==> config.mk <==
export PLATFORM = sky130hd
export DESIGN_NAME = terminal_line_editor_history
export DESIGN_NICKNAME = d
export VERILOG_FILES = /design/src/sv/tle_pkg.sv /design/src/sv/terminal_line_editor_history.sv
export SDC_FILE = /design/constraint.sdc
export NUM_CORES = 1
export LEC_CHECK = 0
export BUFFER_PORTS_ARGS = -buffer_cell sky130_fd_sc_hd__buf_4
export CAP_MARGIN = 20
export CORE_MARGIN = 10
export CORE_UTILIZATION = 45
export CTS_CLUSTER_DIAMETER = 200
export CTS_CLUSTER_SIZE = 40
export DETAILED_ROUTE_END_ITERATION = 10
export SLEW_MARGIN = 20
export SYNTH_ARGS = -nofsm -noshare
export SYNTH_HDL_FRONTEND = slang
export SYNTH_SLANG_ARGS = --single-unit
==> constraint.sdc <==
create_clock -name clk -period 4.55 [get_ports clk]
set_clock_uncertainty 0.15 [all_clocks]
set_input_delay 0.455 -clock clk [delete_from_list [all_inputs] [get_ports clk]]
set_output_delay 0.455 -clock clk [all_outputs]
set_load 0.02 [all_outputs]
==> src/sv/tle_pkg.sv <==
// shared types and constants of the terminal line editor with history
// no dependencies
`default_nettype none

package tle_pkg;

  localparam logic [7:0] CH_BS   = 8'h08;
  localparam logic [7:0] CH_LF   = 8'h0A;
  localparam logic [7:0] CH_CR   = 8'h0D;
  localparam logic [7:0] CH_ESC  = 8'h1B;
  localparam logic [7:0] CH_SP   = 8'h20;
  localparam logic [7:0] CH_GT   = 8'h3E;
  localparam logic [7:0] CH_O    = 8'h4F;
  localparam logic [7:0] CH_LBR  = 8'h5B;
  localparam logic [7:0] CH_P    = 8'h50;
  localparam logic [7:0] CH_R    = 8'h52;
  localparam logic [7:0] CH_A    = 8'h41;
  localparam logic [7:0] CH_B    = 8'h42;
  localparam logic [7:0] CH_PMIN = 8'd32;
  localparam logic [7:0] CH_PMAX = 8'd127;

  localparam logic [15:0] TIMEOUT_RESET = 16'd500;

  typedef logic [1:0] mode_t;
  localparam mode_t MODE_NORMAL = 2'd0;
  localparam mode_t MODE_WAIT2  = 2'd1;
  localparam mode_t MODE_WAIT3  = 2'd2;

  typedef logic [2:0] act_t;
  localparam act_t ACT_NONE  = 3'd0;
  localparam act_t ACT_PRINT = 3'd1;
  localparam act_t ACT_BS    = 3'd2;
  localparam act_t ACT_CR    = 3'd3;
  localparam act_t ACT_F1    = 3'd4;
  localparam act_t ACT_F3    = 3'd5;
  localparam act_t ACT_UP    = 3'd6;
  localparam act_t ACT_DOWN  = 3'd7;

  typedef logic [3:0] st_t;
  localparam st_t S_IDLE   = 4'd0;
  localparam st_t S_PROMPT = 4'd1;
  localparam st_t S_ACT    = 4'd2;
  localparam st_t S_ECHO   = 4'd3;
  localparam st_t S_BS     = 4'd4;
  localparam st_t S_ERASE  = 4'd5;
  localparam st_t S_RRD    = 4'd6;
  localparam st_t S_REMIT  = 4'd7;
  localparam st_t S_CR     = 4'd8;
  localparam st_t S_LF     = 4'd9;
  localparam st_t S_CRD    = 4'd10;
  localparam st_t S_CEMIT  = 4'd11;
  localparam st_t S_GT     = 4'd12;
  localparam st_t S_FIN    = 4'd13;

endpackage

`default_nettype wire

==> src/sv/terminal_line_editor_history.sv <==
// terminal line editor with a ring of past lines, top level; depends on tle_pkg
// an accepted item goes to S_ACT, through S_PROMPT first while the prompt is pending; each
// byte is held back and reaches out_tvalid when the next byte or the final flush follows;
// copied or recalled bytes each take a memory read state first, and stalls hold the block
// throughput: one item at a time; in_tready is high only while the sequencer is idle
// reset (sync, rst_n low): line empty, history lengths zero, prompt pending, timeout 500
`default_nettype none

module terminal_line_editor_history #(
  parameter int LINE_CHARS    = 16,
  parameter int HISTORY_DEPTH = 4
) (
  input  wire logic       clk,
  input  wire logic       rst_n,
  // input items
  input  wire logic       in_tvalid,
  output logic            in_tready,
  input  wire logic [7:0] in_tdata,   // [7:0] rx_byte
  input  wire logic       in_tuser,   // [0] cmd (1 = poll tick)
  // results
  output logic            out_tvalid,
  input  wire logic       out_tready,
  output logic [7:0]      out_tdata,  // [7:0] out_byte
  output logic            out_tuser,  // [0] to_consumer
  output logic            out_tlast,
  // configuration: escape_timeout
  input  wire logic       cfg_valid,
  output logic            cfg_ready,
  input  wire logic [15:0] cfg_data
);
  import tle_pkg::*;

  localparam int LW  = $clog2(LINE_CHARS + 1);                     // length width
  localparam int IW  = $clog2(LINE_CHARS);                         // line index width
  localparam int SW  = (HISTORY_DEPTH > 1) ? $clog2(HISTORY_DEPTH) : 1;
  localparam int CW  = $clog2(HISTORY_DEPTH + 1);
  localparam int HA  = (HISTORY_DEPTH * LINE_CHARS > 1) ?
                       $clog2(HISTORY_DEPTH * LINE_CHARS) : 1;
  localparam logic [LW-1:0] LC = LW'(LINE_CHARS);
  localparam logic [CW-1:0] HD = CW'(HISTORY_DEPTH);

  // memories
  logic [7:0] line_mem [LINE_CHARS];
  logic [7:0] hist_mem [HISTORY_DEPTH * LINE_CHARS];
  logic [7:0] line_rdata, hist_rdata;

  // control state
  st_t              st_r, st_nxt;
  mode_t            mode_r, mode_nxt;
  logic [15:0]      timer_r, timer_nxt;
  logic [15:0]      timeout_r;
  logic [7:0]       sec_r, sec_nxt;
  logic [LW-1:0]    len_r, len_nxt;
  logic [LW-1:0]    hlen_r [HISTORY_DEPTH];
  logic [SW-1:0]    wslot_r, wslot_nxt;
  logic [SW-1:0]    vslot_r, vslot_nxt;
  logic [CW-1:0]    cnt_r, cnt_nxt;
  logic             prompt_r, prompt_nxt;

  // per-item working registers
  act_t             act_r, act_nxt;
  logic [7:0]       b_r, b_nxt;
  logic [1:0]       sub_r, sub_nxt;
  logic [LW-1:0]    ecnt_r, ecnt_nxt;   // characters left to erase
  logic [LW-1:0]    end_r, end_nxt;     // recall stops here
  logic [LW-1:0]    idx_r, idx_nxt;     // line copy index
  logic [SW-1:0]    rslot_r, rslot_nxt; // slot being read or written

  // one byte held back so the final one can carry tlast
  logic             pend_v_r;
  logic [7:0]       pend_b_r;
  logic             pend_c_r;

  logic             out_free;
  logic             gen, gen_c, flush;
  logic [7:0]       gen_b;
  logic             lwe, hwe, lre, hre, hlen_we;
  logic [IW-1:0]    lwa, lra;
  logic [7:0]       lwd, hwd;
  logic [HA-1:0]    hwa, hra;
  logic             in_acc;
  logic [SW-1:0]    top;
  logic [LW-1:0]    vlen;

  assign out_free  = !out_tvalid || out_tready;
  assign in_tready = (st_r == S_IDLE);
  assign in_acc    = in_tvalid && in_tready;
  assign cfg_ready = 1'b1;
  assign top       = (cnt_r != '0) ? SW'(cnt_r - 1'b1) : '0;
  assign vlen      = hlen_r[vslot_r];

  function automatic logic [HA-1:0] haddr(input logic [SW-1:0] s, input logic [LW-1:0] i);
    haddr = HA'(s * LINE_CHARS) + HA'(i);
  endfunction

  always_comb begin
    st_nxt = st_r; mode_nxt = mode_r; timer_nxt = timer_r; sec_nxt = sec_r;
    len_nxt = len_r; wslot_nxt = wslot_r; vslot_nxt = vslot_r; cnt_nxt = cnt_r;
    prompt_nxt = prompt_r; act_nxt = act_r; b_nxt = b_r; sub_nxt = sub_r;
    ecnt_nxt = ecnt_r; end_nxt = end_r; idx_nxt = idx_r; rslot_nxt = rslot_r;
    gen = 1'b0; gen_b = '0; gen_c = 1'b0; flush = 1'b0;
    lwe = 1'b0; lwa = '0; lwd = '0; lre = 1'b0; lra = '0;
    hwe = 1'b0; hwa = '0; hwd = '0; hre = 1'b0; hra = '0; hlen_we = 1'b0;
    unique case (st_r)
      S_IDLE: begin
        if (in_acc) begin
          act_nxt = ACT_NONE;
          b_nxt   = in_tdata;
          if (mode_r != MODE_NORMAL) begin
            priority if (timer_r >= timeout_r) begin
              // wait timed out: drop it, a byte is then handled as normal input
              mode_nxt  = MODE_NORMAL;
              timer_nxt = '0;
              if (!in_tuser) act_nxt = ACT_PRINT;  // classified below
            end else if (in_tuser) begin
              timer_nxt = timer_r + 16'd1;
            end else if (mode_r == MODE_WAIT2) begin
              sec_nxt   = in_tdata;
              timer_nxt = '0;
              mode_nxt  = MODE_WAIT3;
            end else begin
              timer_nxt = '0;
              mode_nxt  = MODE_NORMAL;
              priority if (sec_r == CH_O && in_tdata == CH_P)     act_nxt = ACT_F1;
              else if (sec_r == CH_O && in_tdata == CH_R)         act_nxt = ACT_F3;
              else if (sec_r == CH_LBR && in_tdata == CH_A)       act_nxt = ACT_UP;
              else if (sec_r == CH_LBR && in_tdata == CH_B)       act_nxt = ACT_DOWN;
              else                                                act_nxt = ACT_NONE;
            end
          end else if (!in_tuser) begin
            act_nxt = ACT_PRINT;  // classified below
          end
          // classify a byte taken as normal input
          if (act_nxt == ACT_PRINT) begin
            priority if (in_tdata == CH_BS) act_nxt = ACT_BS;
            else if (in_tdata == CH_CR) act_nxt = ACT_CR;
            else if (in_tdata >= CH_PMIN && in_tdata <= CH_PMAX) act_nxt = ACT_PRINT;
            else begin
              act_nxt = ACT_NONE;
              if (in_tdata == CH_ESC) begin
                mode_nxt  = MODE_WAIT2;
                timer_nxt = '0;
              end
            end
          end
          st_nxt = prompt_r ? S_PROMPT : S_ACT;
        end
      end
      S_PROMPT: begin
        if (out_free) begin
          gen = 1'b1; gen_b = CH_GT;
          prompt_nxt = 1'b0;
          st_nxt = S_ACT;
        end
      end
      S_ACT: begin
        st_nxt = S_FIN;
        unique case (act_r)
          ACT_PRINT: if (len_r < LC) st_nxt = S_ECHO;
          ACT_BS: begin
            if (len_r != '0) begin
              len_nxt = len_r - 1'b1;
              sub_nxt = '0;
              st_nxt  = S_BS;
            end
          end
          ACT_CR: st_nxt = S_CR;
          ACT_F1, ACT_F3: begin
            if (len_r < vlen) begin
              end_nxt   = (act_r == ACT_F1) ? len_r + 1'b1 : vlen;
              rslot_nxt = vslot_r;
              st_nxt    = S_RRD;
            end
          end
          ACT_UP, ACT_DOWN: begin
            if (cnt_r != '0) begin
              end_nxt   = vlen;
              rslot_nxt = vslot_r;
              ecnt_nxt  = len_r;
              sub_nxt   = '0;
              if (len_r == '0) st_nxt = S_RRD;
              else             st_nxt = S_ERASE;
              if (act_r == ACT_UP) begin
                vslot_nxt = (vslot_r == '0) ? top : vslot_r - 1'b1;
              end else if (vslot_r == top || CW'(vslot_r) + 1'b1 >= HD) begin
                vslot_nxt = '0;
              end else begin
                vslot_nxt = vslot_r + 1'b1;
              end
            end
          end
          default: st_nxt = S_FIN;
        endcase
      end
      S_ECHO: begin
        if (out_free) begin
          gen = 1'b1; gen_b = b_r;
          lwe = 1'b1; lwa = len_r[IW-1:0]; lwd = b_r;
          len_nxt = len_r + 1'b1;
          st_nxt = S_FIN;
        end
      end
      S_BS: begin
        if (out_free) begin
          gen = 1'b1; gen_b = (sub_r == 2'd1) ? CH_SP : CH_BS;
          sub_nxt = sub_r + 2'd1;
          if (sub_r == 2'd2) st_nxt = S_FIN;
        end
      end
      S_ERASE: begin
        if (out_free) begin
          gen = 1'b1; gen_b = (sub_r == 2'd1) ? CH_SP : CH_BS;
          sub_nxt = sub_r + 2'd1;
          if (sub_r == 2'd2) begin
            sub_nxt  = '0;
            ecnt_nxt = ecnt_r - 1'b1;
            if (ecnt_r == LW'(1)) begin
              len_nxt = '0;
              st_nxt  = S_RRD;
            end
          end
        end
      end
      S_RRD: begin
        if (len_r < end_r && len_r < LC) begin
          hre = 1'b1; hra = haddr(rslot_r, len_r);
          st_nxt = S_REMIT;
        end else begin
          st_nxt = S_FIN;
        end
      end
      S_REMIT: begin
        if (out_free) begin
          gen = 1'b1; gen_b = hist_rdata;
          lwe = 1'b1; lwa = len_r[IW-1:0]; lwd = hist_rdata;
          len_nxt = len_r + 1'b1;
          st_nxt = S_RRD;
        end
      end
      S_CR: begin
        if (out_free) begin
          gen = 1'b1; gen_b = CH_CR;
          st_nxt = S_LF;
        end
      end
      S_LF: begin
        if (out_free) begin
          gen = 1'b1; gen_b = CH_LF;
          st_nxt = S_GT;
          if (len_r != '0) begin
            // save the line: bookkeeping now, bytes copied below
            hlen_we   = 1'b1;
            rslot_nxt = wslot_r;
            vslot_nxt = wslot_r;
            if (cnt_r < HD) cnt_nxt = cnt_r + 1'b1;
            wslot_nxt = (CW'(wslot_r) + 1'b1 >= HD) ? '0 : wslot_r + 1'b1;
            idx_nxt   = '0;
            st_nxt    = S_CRD;
          end
        end
      end
      S_CRD: begin
        if (idx_r < len_r) begin
          lre = 1'b1; lra = idx_r[IW-1:0];
          st_nxt = S_CEMIT;
        end else begin
          len_nxt = '0;
          st_nxt  = S_GT;
        end
      end
      S_CEMIT: begin
        if (out_free) begin
          gen = 1'b1; gen_b = line_rdata; gen_c = 1'b1;
          hwe = 1'b1; hwa = haddr(rslot_r, idx_r); hwd = line_rdata;
          idx_nxt = idx_r + 1'b1;
          st_nxt = S_CRD;
        end
      end
      S_GT: begin
        if (out_free) begin
          gen = 1'b1; gen_b = CH_GT;
          st_nxt = S_FIN;
        end
      end
      S_FIN: begin
        if (!pend_v_r) begin
          st_nxt = S_IDLE;
        end else if (out_free) begin
          flush  = 1'b1;
          st_nxt = S_IDLE;
        end
      end
      default: st_nxt = S_IDLE;
    endcase
  end

  // memories: registered synchronous reads
  always_ff @(posedge clk) begin
    if (lwe) line_mem[lwa] <= lwd;
    if (lre) line_rdata <= line_mem[lra];
    if (hwe) hist_mem[hwa] <= hwd;
    if (hre) hist_rdata <= hist_mem[hra];
  end

  // payload registers
  always_ff @(posedge clk) begin
    act_r <= act_nxt; b_r <= b_nxt; sub_r <= sub_nxt; ecnt_r <= ecnt_nxt;
    end_r <= end_nxt; idx_r <= idx_nxt; rslot_r <= rslot_nxt;
    if (gen) begin
      pend_b_r <= gen_b;
      pend_c_r <= gen_c;
    end
    if ((gen && pend_v_r) || flush) begin
      out_tdata <= pend_b_r;
      out_tuser <= pend_c_r;
      out_tlast <= flush;
    end
  end

  always_ff @(posedge clk) begin
    if (!rst_n) begin
      st_r <= S_IDLE; mode_r <= MODE_NORMAL; timer_r <= '0; sec_r <= '0;
      len_r <= '0; wslot_r <= '0; vslot_r <= '0; cnt_r <= '0; prompt_r <= 1'b1;
      timeout_r <= TIMEOUT_RESET;
      pend_v_r <= 1'b0; out_tvalid <= 1'b0;
      for (int i = 0; i < HISTORY_DEPTH; i++) hlen_r[i] <= '0;
    end else begin
      st_r <= st_nxt; mode_r <= mode_nxt; timer_r <= timer_nxt; sec_r <= sec_nxt;
      len_r <= len_nxt; wslot_r <= wslot_nxt; vslot_r <= vslot_nxt; cnt_r <= cnt_nxt;
      prompt_r <= prompt_nxt;
      if (cfg_valid && cfg_ready) timeout_r <= cfg_data;
      if (hlen_we) hlen_r[wslot_r] <= len_r;
      // held byte: set by each new byte, cleared on the final flush
      if (gen) pend_v_r <= 1'b1;
      else if (flush) pend_v_r <= 1'b0;
      // output register loads whenever the held byte moves out
      if ((gen && pend_v_r) || flush) out_tvalid <= 1'b1;
      else if (out_tready) out_tvalid <= 1'b0;
    end
  end

endmodule

`default_nettype wire

# ---- Word level (Yosys, flattened, before mapping)
# Memory sizes are Yosys's and may differ from the RTL's. A register that Yosys moved wholly into a read port is not among the register bits.
# Index checks and enable logic that the tools add are counted.
dict set report op_classes {
  n_eq_ne 62
  reduce_logical 47
  bitwise 2
  n_addsub 15
  order_cmp 10
  mux 148
}
# operator n
set op_table {}
lappend op_table {{two-way mux 16 bit} 8}
lappend op_table {{two-way mux 4 bit} 25}
lappend op_table {{two-way mux 5 bit} 18}
lappend op_table {{two-way mux 2 bit} 32}
lappend op_table {{case mux 8 bit (7 select lines)} 1}
lappend op_table {{case mux 4 bit (13 select lines)} 1}
lappend op_table {{equality test 8 x 7 -> 1 bit, second input constant} 6}
lappend op_table {{two-way mux 6 bit} 7}
lappend op_table {{two-way mux 3 bit} 13}
lappend op_table {{inequality test 2 bit, second input constant} 17}
lappend op_table {{two-way mux 8 bit} 4}
lappend op_table {{case mux 5 bit (2 select lines)} 3}
lappend op_table {{two-way mux 1 bit} 28}
lappend op_table {{equality test 4 bit, second input constant} 6}
lappend op_table {{case mux 4 bit (5 select lines)} 1}
lappend op_table {{case mux 5 bit (4 select lines)} 1}
lappend op_table {{AND reduction 6 bit} 3}
lappend op_table {{adder 16 x 1 -> 16 bit, second input constant} 1}
lappend op_table {{equality test 4 x 3 -> 1 bit, second input constant} 4}
lappend op_table {{equality test 8 x 4 -> 1 bit, second input constant} 2}
lappend op_table {{>= comparator 16 bit} 1}
lappend op_table {{case mux 2 bit (2 select lines)} 4}
lappend op_table {{case mux 8 bit (2 select lines)} 1}
lappend op_table {{less-than comparator 5 bit} 3}
lappend op_table {{other kinds (46)} 94}
dict set report word_totals {
  output_inout_bits 13
  ramBits 660
  ff_bits 110
  mem_count 3
  word_cells 311
  input_bits 30
}
# memory words word_bits rd rd_clocked_by_memory_dff write_ports line
set mem_list {}
lappend mem_list {hist_mem 64 8 1 1 1 terminal_line_editor_history.sv:44} ;# logic [7:0] hist_mem [HISTORY_DEPTH * LINE_CHARS];
lappend mem_list {line_mem 16 8 1 1 1 terminal_line_editor_history.sv:43} ;# logic [7:0] line_mem [LINE_CHARS];
lappend mem_list {hlen_r 4 5 1 1 4 terminal_line_editor_history.sv:54} ;# logic [LW-1:0] hlen_r [HISTORY_DEPTH];

# ---- Depth between registers and ports, before layout
# Gate-level depths: netlist of run 1.
dict set report logic_depth {
  word_depth 14
  ltp_mapped 15
  ltp_nobuf 11
}

# ---- Worst setup path before layout of run 1
# Ideal clock, no wire load.
dict set report synth_path {
  path_kind {register -> register}
  from {register len_r[1]}
  to {register line_rdata[6] (read register of line_mem) (data pin)}
  stages_incl_launch_ff 15
  period_less_slack_ps 3710
  arrival_time_ps 3299
  setup_ps 261
  slack_ps 840
  cell_sequence {dfxtp_1 buf_2 inv_2 clkbuf_1 clkbuf_1 ha_1 a21o_1 a2111oi_4 nor2_4 inv_4 nand2_2 buf_2 a211oi_1 a211oi_1 a311o_1}
}
dict set report synth_via {
  elab_chain_cells 3
  elab_cells_between_ends 5
}
# element line
set synth_rtl {}
lappend synth_rtl {{start, declared} terminal_line_editor_history.sv:53} ;# logic [LW-1:0] len_r, len_nxt;
lappend synth_rtl {{start signal, assigned} terminal_line_editor_history.sv:329} ;# len_r <= len_nxt; wslot_r <= wslot_nxt; vslot_r <= vslot_nxt; cnt_r <= cnt_nxt;
lappend synth_rtl {{less-than comparator 5 bit} terminal_line_editor_history.sv:263} ;# if (idx_r < len_r) begin
lappend synth_rtl {{two-way mux 1 bit} terminal_line_editor_history.sv:263}
lappend synth_rtl {{two-way mux 1 bit} terminal_line_editor_history.sv:104} ;# unique case (st_r)
lappend synth_rtl {{net lre} terminal_line_editor_history.sv:77} ;# logic lwe, hwe, lre, hre, hlen_we;
lappend synth_rtl {{end, declared} terminal_line_editor_history.sv:45} ;# logic [7:0] line_rdata, hist_rdata;
# The timed path passes the listed nets, and every way through them passes these cells.
# A chain may end at the register's enable or synchronous reset.

# ---- Worst setup path after layout of run 1
dict set report layout_path {
  from {register len_r[4]}
  to {register hist_rdata[6] (read register of hist_mem) (data pin)}
}
dict set report layout_via {
  elab_chain_cells 4
  elab_cells_between_ends 8
}
# element line
set layout_rtl {}
lappend layout_rtl {{less-than comparator 5 bit} terminal_line_editor_history.sv:225} ;# if (len_r < end_r && len_r < LC) begin
lappend layout_rtl {{logical AND 1 bit} terminal_line_editor_history.sv:225}
lappend layout_rtl {{two-way mux 6 bit or two-way mux 1 bit (tied branches)} terminal_line_editor_history.sv:225}
lappend layout_rtl {{two-way mux 6 bit or two-way mux 1 bit (tied branches)} terminal_line_editor_history.sv:104}
lappend layout_rtl {{end, declared} terminal_line_editor_history.sv:45}
# Several ways; a longest one is shown, not always the timed one.

==> results_dict.tcl, run 1 <==
set metrics [dict create \
    status "completed" \
    crit_family "compound AO/OA/AOI/OAI gates" \
    drc 0 \
    synth_area_leaders "edfxtp_1 (65%), mux4_2 (4.3%), dfxtp_1 (3.7%), mux2i_1 (3.5%), nor2_1 (2.4%)" \
    die_x_um 293.9 \
    clk_pin_slew_ns 0.16 \
    vias 21080 \
    async_flop_share_pct 0 \
    drt_wl_total_um 90420 \
    ctsLongestPathBuffers 3 \
    dieHeight_um 293.9 \
    worstMarginPinSlew_ns 1.061 \
    path_class "reg2reg" \
    via_per_inst 6.170 \
    synth-edff-count 725 \
    slowest_delay_ns 0.79 \
    drt_pre_antenna_iters 6 \
    hold_slack_ns 0.03092 \
    grt_pass1_wl_um 135000 \
    setup_ws_ns 0.5078 \
    grt_usage_pct 20.45 \
    period_needed_ns 4.042 \
    maxCapViolations 0 \
    rsz0062_at_grt "no" \
    cp.required_ns 4.81 \
    yosysSeqAreaShare_pct 68.25 \
    cts_tree "yes" \
    insertedDiodeCount 0 \
    grt_pass1_vias 20720 \
    start_util_pct 45.33 \
    clock.fmax_mhz 247.4 \
    drive_gt1_share_pct 12.46 \
    crit_path_top_delay_cell "o311ai_0" \
    hold_path_class "in2reg" \
    grt_overflow 0 \
    hpwl_um 59480 \
    p_per_area_nw_per_um2 402.3 \
    end_kind "flop" \
    slew_violations 0 \
    fin_nets 2515 \
    yosysTopAreaCellShare_pct 64.51 \
    worstSetupStartpointType "flop" \
    fin_crit_sh_pct 88.84 \
    dp_slack_ns 0.7341 \
    tns_ns 0 \
    syn_area_um2 33750 \
    critPathMaxFanout 14 \
    hold_viol_final 0 \
    cp_cell_sequence "ha_1 > nand2_1 > nand2_1 > a31o_1 > buf_4 > nor3_1 > a21oi_1 > o311ai_0 > o311ai_0 > nor3_1" \
    postCtsSetupBuffers 0 \
    syn-num-nets 2465 \
    ioPinCount 43 \
    yosys.area.top_type "edfxtp_1" \
    setup-violations-final 0 \
    clkLatencyLatePin_ns 0.63 \
    grt_max_degree 114 \
    port_buffers 41 \
    fin_area_um2 36420 \
    synth_cell_type_count 83 \
    syn_inst 2389 \
    slew_headroom_pct 28.81 \
    wl_per_cell_um 26.47 \
    core_area_um2 74450 \
    nFillCells 6345 \
    worstPathArrival_ns 4.30 \
    cts_buffers 23 \
    htree_levels 1 \
    cts.sinks 788 \
    holdBufCountCts 25 \
    dieArea_um2 86350 \
    placement_rows 100 \
    placed_area_um2 35540 \
    post_cts_resized 0 \
    place_congestion 0.9621 \
    yosys_most_used_dff "edfxtp_1" \
    area_delta_synth_final_pct 7.912 \
    drtIter0Drc 2494 \
    critPathBufInv 1 \
    synth.most_common_cell "edfxtp_1" \
    peakVddDrop_mv 0.2882 \
    ys_warn_count 0 \
    antenna_found_initial 1 \
    netlist_top_cells_count "edfxtp_1 (725), nor2_1 (217), nand2_1 (179)" \
    leakagePower_uw 0.01082 \
    syn_area_per_cell_um2 14.13 \
    ys_ff_latch 788 \
    cts_root_buffer "clkbuf_16" \
    ant_nets 0 \
]
-- placed cells by master, fill, tap and decap left out, drive strengths merged, types with 8 or more instances in the layout --
| master | netlist | routed |
|---|---|---|
| mux2 | 45 | 45 |
| or3 | 18 | 18 |
| o221ai | 17 | 17 |
| nand3 | 60 | 60 |
| ha | 46 | 46 |
| a21oi | 154 | 154 |
| inv | 55 | 55 |
| nor2b | 17 | 17 |
| dlygate4sd3 | 0 | 25 |
| dfxtp | 63 | 63 |
| edfxtp | 725 | 725 |
| mux2i | 117 | 117 |
| buf | 60 | 130 |
| xnor2 | 9 | 9 |
| and2 | 23 | 23 |
| nand4 | 14 | 14 |
| nor4 | 19 | 19 |
| a311oi | 14 | 14 |
| nand2b | 17 | 17 |
| nor3 | 44 | 44 |
| clkbuf | 70 | 32 |
| o21ai | 77 | 77 |
| a311o | 8 | 8 |
| o22ai | 41 | 41 |
| and3 | 9 | 9 |
| nor2 | 219 | 219 |
| a211oi | 38 | 38 |
| a31oi | 18 | 18 |
| mux4 | 64 | 64 |
| o211ai | 19 | 19 |
| nand2 | 180 | 180 |
-- report_power, final --
part | switching, µW | internal (µW) | leakage [µW] | total [µW]
sequential | 170 | 8110 | 0.00632 | 8280
combinational | 2230 | 1120 | 0.00420 | 3350
clock | 2060 | 960 | 0.000301 | 3020
-- state kept, by name (all words and copies together) (netlist names), 8 cells and up, named ones only --
register    cells
b_r             8
hist_mem      512
hist_rdata      8
hlen_r         20
line_mem      128
line_rdata      8
out_tdata       8
pend_b_r        8
sec_r           8
timeout_r      16
timer_r        16
-- cells by family (layout without fill, tap and decap cells) --
kind of cell             count (synthesis)  after routing  synth area share [%]
flip-flops                             788            788                 68.25
AND/OR/NAND/NOR                        653            653                 8.991
AO/OA/AOI/OAI                          473            473                 9.143
multiplexers                           226            226                 9.243
buffers and inverters                  186            244                 2.243
adder cells (fa/ha/maj)                 46             46                 1.705
XOR/XNOR                                16             16                0.4153
other                                    1              1               0.01111
-- through the flow --
| stage | total power [µW] | std cells | utilization, % |
|---|---|---|---|
| 4_1_cts | 14660 | 3416 | 48.91 |
| 5_1_grt | 15170 | 3416 | 48.92 |
| 6_report | 14650 | 3416 | 48.92 |
| 2_1_floorplan | 10570 | 2389 | - |
| 3_3_place_gp | 11690 | 3357 | 47.72 |
| 3_5_place_dp | 11720 | 3358 | 47.74 |
-- worst register-to-register path: cells and delay by family, from the launching register on --
family          cells  cell delay, ns
compound gates      4            1.60
simple gates        4            0.84
flops               1            0.59
fa+ha+maj           1            0.36
buf+inv             1            0.27
-- layer usage --
layer | track usage [%] | wire [µm] | vias up
met1 | 28.20 | 37710 | 10690
met2 | 33.00 | 42410 | 930
met3 | 2.624 | 6551 | 165
li1 | - | - | 9294
met5 | 0 | 13 | -
met4 | 7.255 | 3739 | 2
-- area by class of cell --
class	instances	area, µm²	area share, %
Timing Repair Buffer	155	1339	3.676
Sequential cell	788	23040	63.27
Clock buffer	32	609.3	1.673
Tap cell	969	1212	3.329
Multi-Input combinational cell	1415	9987	27.42
Inverter	56	212.7	0.5841
Clock inverter	1	16.27	0.04466
-- final timing paths --
| kind | endpoint | startpoint | slack (ns) | depth (start not counted) |
|---|---|---|---|---|
| setup / recovery | hist_rdata[6]$_DFFE_PP_ | len_r[4]$_SDFFE_PN0P_ | 0.51 | 10 |
| hold / removal | prompt_r$_SDFFE_PN1P_ | rst_n | 0.03 | 2 |
| setup reg to reg | hist_rdata[6]$_DFFE_PP_ | len_r[4]$_SDFFE_PN0P_ | 0.51 | 10 |
| hold reg to reg | out_tdata[2]$_DFFE_PP_ | pend_b_r[2]$_DFFE_PP_ | 0.29 | 0 |
Power figures use the tool's default switching activity.
==> run 2: changes to the inputs <==
--- a/config.mk
+++ b/config.mk
@@ -5,13 +5,13 @@
 export SDC_FILE = /design/constraint.sdc
 export NUM_CORES = 1
 export LEC_CHECK = 0
-export BUFFER_PORTS_ARGS = -buffer_cell sky130_fd_sc_hd__buf_4
 export CAP_MARGIN = 20
-export CORE_MARGIN = 10
+export CORE_MARGIN = 3
 export CORE_UTILIZATION = 45
 export CTS_CLUSTER_DIAMETER = 200
 export CTS_CLUSTER_SIZE = 40
 export DETAILED_ROUTE_END_ITERATION = 10
+export DONT_BUFFER_PORTS = 1
 export SLEW_MARGIN = 20
 export SYNTH_ARGS = -nofsm -noshare
 export SYNTH_HDL_FRONTEND = slang
==> run 2 against run 1 <==
Compared with the run above:
- register-to-register slack lost 0.14 ns
- utilization grew 0.23 points
- total power shrank 0.42%
- non-clock buffer count shrank 29
- sequential cell count is the same
- wire length shrank 0.34%
- sequential share of layout area grew 0.45 points
- count of clock-buffer cells in the layout is the same
- via count shrank 1.3%
- critical endpoint unchanged
- highest routed layer unchanged
==> results_dict.tcl, run 2 (synthesis results as in run 1) <==
set metrics [dict create \
    met1_length_um 37930 \
    top_register "hist_mem" \
    wl_per_cell_um 26.68 \
    via_per_inst 6.159 \
    path_class "reg2reg" \
    power_uw 14590 \
    crit_path_top_delay_cell "o311ai_0" \
    grt_pass1_vias 20780 \
    ant_nets 0 \
    p_per_area_nw_per_um2 403.5 \
    crit_path_start "st_r[2]$_SDFFE_PN0P_" \
    place_congestion 0.8971 \
    topRoutingLayerUsed "met5" \
    hold_viol_final 0 \
    status "completed" \
    routed-wl-met3_um 6140 \
    hold_slack_ns 0.04993 \
    nFillCells 6310 \
    slew_violations 0 \
    grt_pass1_wl_um 134600 \
    clkLatencyLatePin_ns 0.63 \
    worstPathArrival_ns 4.48 \
    die_x_um 279.9 \
    cts_buffers 23 \
    htree_levels 1 \
    drtIter0Drc 2400 \
    crit_family "compound AO/OA/AOI/OAI gates" \
    area_delta_synth_final_pct 7.144 \
    reg2reg_depth 8 \
    placed_area_um2 35260 \
    vias 20810 \
    cp.required_ns 4.85 \
    slowest_delay_ns 0.95 \
    place_inst 3316 \
    placement_rows 99 \
    grt_max_degree 128 \
    final_common_cell "edfxtp_1" \
    fin_area_um2 36160 \
    end_kind "flop" \
    port_buffers 0 \
    period_needed_ns 4.184 \
    critPathMaxFanout 11 \
    critPathBufInv 0 \
    core_area_um2 73580 \
    clk_pin_slew_ns 0.16 \
    drc 0 \
    dieArea_um2 78320 \
    met2_length_um 43100 \
    dieHeight_um 279.9 \
    worstMarginPinSlew_ns 1.159 \
    antenna_found_initial 2 \
    final_cell_mix "edfxtp_1 (725), nor2_1 (217), nand2_1 (179), a21oi_1 (154), mux2i_1 (117)" \
    drt_pre_antenna_iters 5 \
    worstSetupStartpointType "flop" \
    rr_endpoint "hist_rdata[6]$_DFFE_PP_" \
    grt_overflow 0 \
    fin_crit_sh_pct 91.95 \
    maxCapViolations 0 \
    rsz0062_at_grt "no" \
    tns_ns 0 \
    reg2reg_from "st_r[2]$_SDFFE_PN0P_" \
    cts.sinks 788 \
    setup-violations-final 0 \
    drive_gt1_share_pct 11.29 \
    hpwl_um 59300 \
    largest_reg_flops 512 \
    postCtsSetupBuffers 0 \
    cts_tree "yes" \
    leakagePower_uw 0.01069 \
    cts_root_buffer "clkbuf_16" \
    cp_cell_sequence "nor3b_2 > nand2_1 > a31o_1 > nor3_1 > a21oi_1 > o311ai_0 > o311ai_0 > nor3_1" \
    drt_wl_total_um 90120 \
    reg2reg_slack_ns 0.37 \
    slew_headroom_pct 21.73 \
    hold_path_class "in2reg" \
    start_util_pct 45.87 \
    ioPinCount 43 \
    fin_cells 3378 \
    clock.fmax_mhz 239.0 \
    grt_usage_pct 22.74 \
    cp-endpoint "hist_rdata[6]$_DFFE_PP_" \
    peakVddDrop_mv 0.3062 \
    crit_cells 8 \
    top_regs "hist_mem (512), line_mem (128), hlen_r (20)" \
    fin_nets 2486 \
    ctsLongestPathBuffers 3 \
]
[run 2: cell types whose count changed in the layout (fill, tap and decap cells not counted)]
| cell | change |
|---|---|
| dlygate4sd3_1 | +2 |
| buf_2 | +1 |
| buf_12 | -3 |
| nor3_4 | +1 |
| nor2_1 | +1 |
| diode_2 | +1 |
| nor2_2 | -1 |
| buf_4 | -29 |
| nor3_2 | -1 |
[run 2: cell type report]
type / instances / area (µm²) / area share (%)
diodes: 1 / 2.502 / 0.006921
flip-flops and latches: 788 / 23040 / 63.72
clock inverters: 1 / 16.27 / 0.04498
well taps: 959 / 1200 / 3.318
repair buffers: 126 / 1086 / 3.004
multi-input cells: 1415 / 9991 / 27.63
inverters: 56 / 212.7 / 0.5883
clock buffers: 32 / 609.3 / 1.685
[run 2: timing repair]
action / CTS / global route
hold buffers: 28 / 0
hold endpoints to repair: 63 / 0
resized for setup: 0 / 0
[run 2: stage by stage]
stage	util (%)	worst slack, ns
6_report	49.14	0.3665
5_1_grt	49.14	0.2995
3_3_place_gp	47.89	0.3778
3_5_place_dp	47.92	0.5380
4_1_cts	49.15	0.4605
2_1_floorplan	-	0.8399
[run 2: worst min path at each step]
stage | startpoint | endpoint | depth (start not counted) | slack (ns)
4_1_cts | in_tdata[0] | act_r[1]$_DFFE_PP_ | 2 | 0.003
5_1_grt | in_tdata[0] | act_r[1]$_DFFE_PP_ | 2 | 0.03
2_1_floorplan | pend_b_r[0]$_DFFE_PP_ | out_tdata[0]$_DFFE_PP_ | 0 | 0.25
6_report | in_tdata[4] | act_r[1]$_DFFE_PP_ | 3 | 0.05
3_3_place_gp | pend_b_r[0]$_DFFE_PP_ | out_tdata[0]$_DFFE_PP_ | 0 | 0.26
3_5_place_dp | pend_b_r[1]$_DFFE_PP_ | out_tdata[1]$_DFFE_PP_ | 0 | 0.26
[run 2: metal layers]
layer  up-vias  GRT usage (%)
met4         2          6.592
met3       138          2.434
met1     10570          32.39
met5         -              0
met2       885          37.36
li1       9216              -
[run 2: power by group]
part / total, µW / switching (µW) / internal [µW] / leakage (µW)
clock network: 3000 / 2040 / 960 / 0.000301
registers: 8360 / 241 / 8120 / 0.00632
logic: 3230 / 2160 / 1070 / 0.00406
[run 2: worst reg2reg max path: stages (launching register included)]
cell and delay, ns:
dfxtp_1 0.73, nor3b_2 0.33, nand2_1 0.12, a31o_1 0.42, nor3_1 0.33, a21oi_1 0.06
o311ai_0 0.95, o311ai_0 0.56, nor3_1 0.35
==> run 3: changes to the inputs <==
--- a/config.mk
+++ b/config.mk
@@ -5,6 +5,7 @@
 export SDC_FILE = /design/constraint.sdc
 export NUM_CORES = 1
 export LEC_CHECK = 0
+export ABC_AREA = 1
 export CAP_MARGIN = 20
 export CORE_MARGIN = 3
 export CORE_UTILIZATION = 45
==> run 3 against run 2 <==
Compared with the run above:
- register-to-register slack better by 0.44 ns
- sequential share of layout area down 3.1 points
- area after synthesis up 6.4%
- critical path depth up 3
- sequential cell count unchanged
- setup slack better by 0.44 ns
- die area up 6.2%
- critical path type unchanged
- highest routed layer is now met4
==> results_dict.tcl, run 3 <==
set metrics [dict create \
    async_flop_share_pct 0 \
    reg2reg_from "st_r[3]$_SDFFE_PN0P_" \
    ant_nets 0 \
    final_common_cell "edfxtp_1" \
    p_per_area_nw_per_um2 362.6 \
    nFillCells 7100 \
    seqCellArea_um2 23040 \
    p_comb_share_pct 17.3 \
    netlist_top_cells_count "edfxtp_1 (725), nand3_1 (517), nand2_1 (482)" \
    placement_rows 102 \
    grt_overflow 0 \
    top_regs "hist_mem (512), line_mem (128), hlen_r (20)" \
    p_clk_share_pct 22.2 \
    syn-num-nets 3502 \
    status "completed" \
    fin_crit_sh_pct 82.34 \
    grt_pass1_vias 22720 \
    min_to "mode_r[0]$_SDFFE_PN0P_" \
    final_cell_mix "edfxtp_1 (725), nand3_1 (515), nand2_1 (482), inv_1 (428), nor2_1 (323)" \
    start_util_pct 45.89 \
    synth.most_common_cell "edfxtp_1" \
    hold_viol_final 0 \
    grt_usage_pct 22.01 \
    yosys.area.top_type "edfxtp_1" \
    reg2reg_slack_ns 0.80 \
    ioPinCount 43 \
    p_sw_uw 3959 \
    syn_area_per_cell_um2 10.48 \
    worstMarginPinSlew_ns 1.057 \
    ctsLongestPathBuffers 3 \
    rr_endpoint "hist_mem[43][5]$_DFFE_PP_" \
    fin_nets 3443 \
    die_x_um 288.5 \
    synth-edff-count 725 \
    syn_inst 3426 \
    synth_area_leaders "edfxtp_1 (61%), nand3_1 (7.2%), nand2_1 (5.0%), inv_1 (4.5%), dfxtp_1 (3.5%)" \
    crit_path_top_delay_cell "nor2_1" \
    dp_slack_ns 0.8795 \
    drive_gt1_share_pct 6.413 \
    setup_ws_ns 0.8036 \
    cp_cell_sequence "inv_2 > nor2_1 > inv_2 > nor2_1 > inv_1 > nor2_1 > buf_4 > inv_1 > nor3_2 > nand2_1 > nor2_1" \
    ys_warn_count 0 \
    port_buffers 0 \
    path_class "reg2reg" \
    syn_area_um2 35900 \
    slowest_delay_ns 0.81 \
    via_per_inst 5.493 \
    area_delta_synth_final_pct 5.858 \
    path_common_cell "nor2_1" \
    hold_start "in_tdata[5]" \
    drt_pre_antenna_iters 5 \
    drc 0 \
    maxCapViolations 0 \
    slew_violations 0 \
    wl_per_cell_um 20.96 \
    largest_reg_flops 512 \
    cts_root_buffer "clkbuf_16" \
    multi_input_area_um2 10410 \
    dieHeight_um 288.5 \
    clock.fmax_mhz 266.9 \
    htree_levels 1 \
    yosys_most_used_dff "edfxtp_1" \
    vias 24300 \
    period_needed_ns 3.746 \
    p_int_uw 9820 \
    slew_headroom_pct 29.57 \
    antenna_found_initial 0 \
    grt_pass1_wl_um 141000 \
    setup-violations-final 0 \
    worstSetupStartpointType "flop" \
    tns_ns 0 \
    rsz0062_at_grt "no" \
    top_register "hist_mem" \
    grt_max_degree 184 \
    clkLatencyLatePin_ns 0.64 \
    place_congestion 0.9180 \
    reg2reg_depth 11 \
    insertedDiodeCount 0 \
    cts_buffers 23 \
    holdPathStages 5 \
    clk_pin_slew_ns 0.16 \
    ys_ff_latch 788 \
    p_sw_share_pct 28.73 \
    critPathMaxFanout 11 \
    peakVddDrop_mv 0.2759 \
    core_area_um2 78230 \
    leakagePower_uw 0.01431 \
    dieArea_um2 83200 \
    cp.required_ns 4.68 \
    yosysTopAreaCellShare_pct 60.64 \
    hold_slack_ns 0.04663 \
    drtIter0Drc 2301 \
    synth_cell_type_count 50 \
    worstPathArrival_ns 3.88 \
    p_seq_share_pct 60.5 \
    cts.sinks 788 \
    end_kind "flop" \
    crit_path_start "st_r[3]$_SDFFE_PN0P_" \
    hold_path_class "in2reg" \
    drt_wl_total_um 92740 \
    yosysSeqAreaShare_pct 64.16 \
    hpwl_um 58030 \
    cts_tree "yes" \
]
## run 3: timing repair
item                                    in CTS  in global routing
gates resized for setup                      0                  0
hold endpoints to repair                    64                  0
setup buffers                                0                  0
endpoints found under the setup margin       0                  0
hold buffers                                33                  0
## run 3: metrics by stage
stage	cells	power, µW	utilization [%]	cell area (µm²)
6_report	4424	13780	48.58	38000
5_1_grt	4424	14350	48.58	38000
4_1_cts	4424	13840	48.58	38000
3_5_place_dp	4349	10810	47.29	37000
3_3_place_gp	4349	10800	47.29	37000
2_1_floorplan	3426	10110	-	35900
## run 3: worst max-delay path by stage
stage / to / depth (start not counted)
final: hist_mem[43][5]$_DFFE_PP_ / 11
after CTS: hist_mem[50][6]$_DFFE_PP_ / 11
after global placement: hist_mem[43][1]$_DFFE_PP_ / 11
after detailed placement: hist_rdata[0]$_DFFE_PP_ / 15
after global routing: hist_mem[50][6]$_DFFE_PP_ / 11
after floorplan: hist_mem[0][4]$_DFFE_PP_ / 6
## run 3: critical path, delay by kind of cell (launching register included)
| kind | cells | cell delay (ns) |
|---|---|---|
| simple gates | 6 | 2.07 |
| buf+inv | 5 | 0.76 |
| flops | 1 | 0.40 |
## run 3: cell type report
class                   count  area share, %
clock buffers              40          1.682
clock inverters             2        0.06585
inverters                 456          4.504
multi-input cells        2005          27.40
flip-flops and latches    788          60.61
well taps                1040          3.424
repair buffers             93          2.311
## run 3: power by group through the flow
stage | combinational [µW] | clock, µW | sequential [µW]
finish | 2380 | 3070 | 8340
global route | 2650 | 3340 | 8360
CTS | 2360 | 3140 | 8340
detailed placement | 2310 | 0 | 8500
global placement | 2300 | 0 | 8500
floorplan | 1710 | 0 | 8400
## run 3: metal layers
layer	track usage, %	vias up	wire [µm]
met3	1.949	122	5279
met1	32.17	11750	41360
met5	0	-	0
li1	-	11660	-
met4	6.864	0	3287
met2	35.05	772	42810
## run 3: kinds of logic after synthesis
| family | share of synthesized area [%] |
|---|---|
| other cells | 0.01045 |
| xor+xnor | 0.5611 |
| simple gates | 20.80 |
| buf+inv | 7.068 |
| mux | 0.02788 |
| compound gates | 5.778 |
| flops | 64.16 |
| fa+ha+maj | 1.603 |
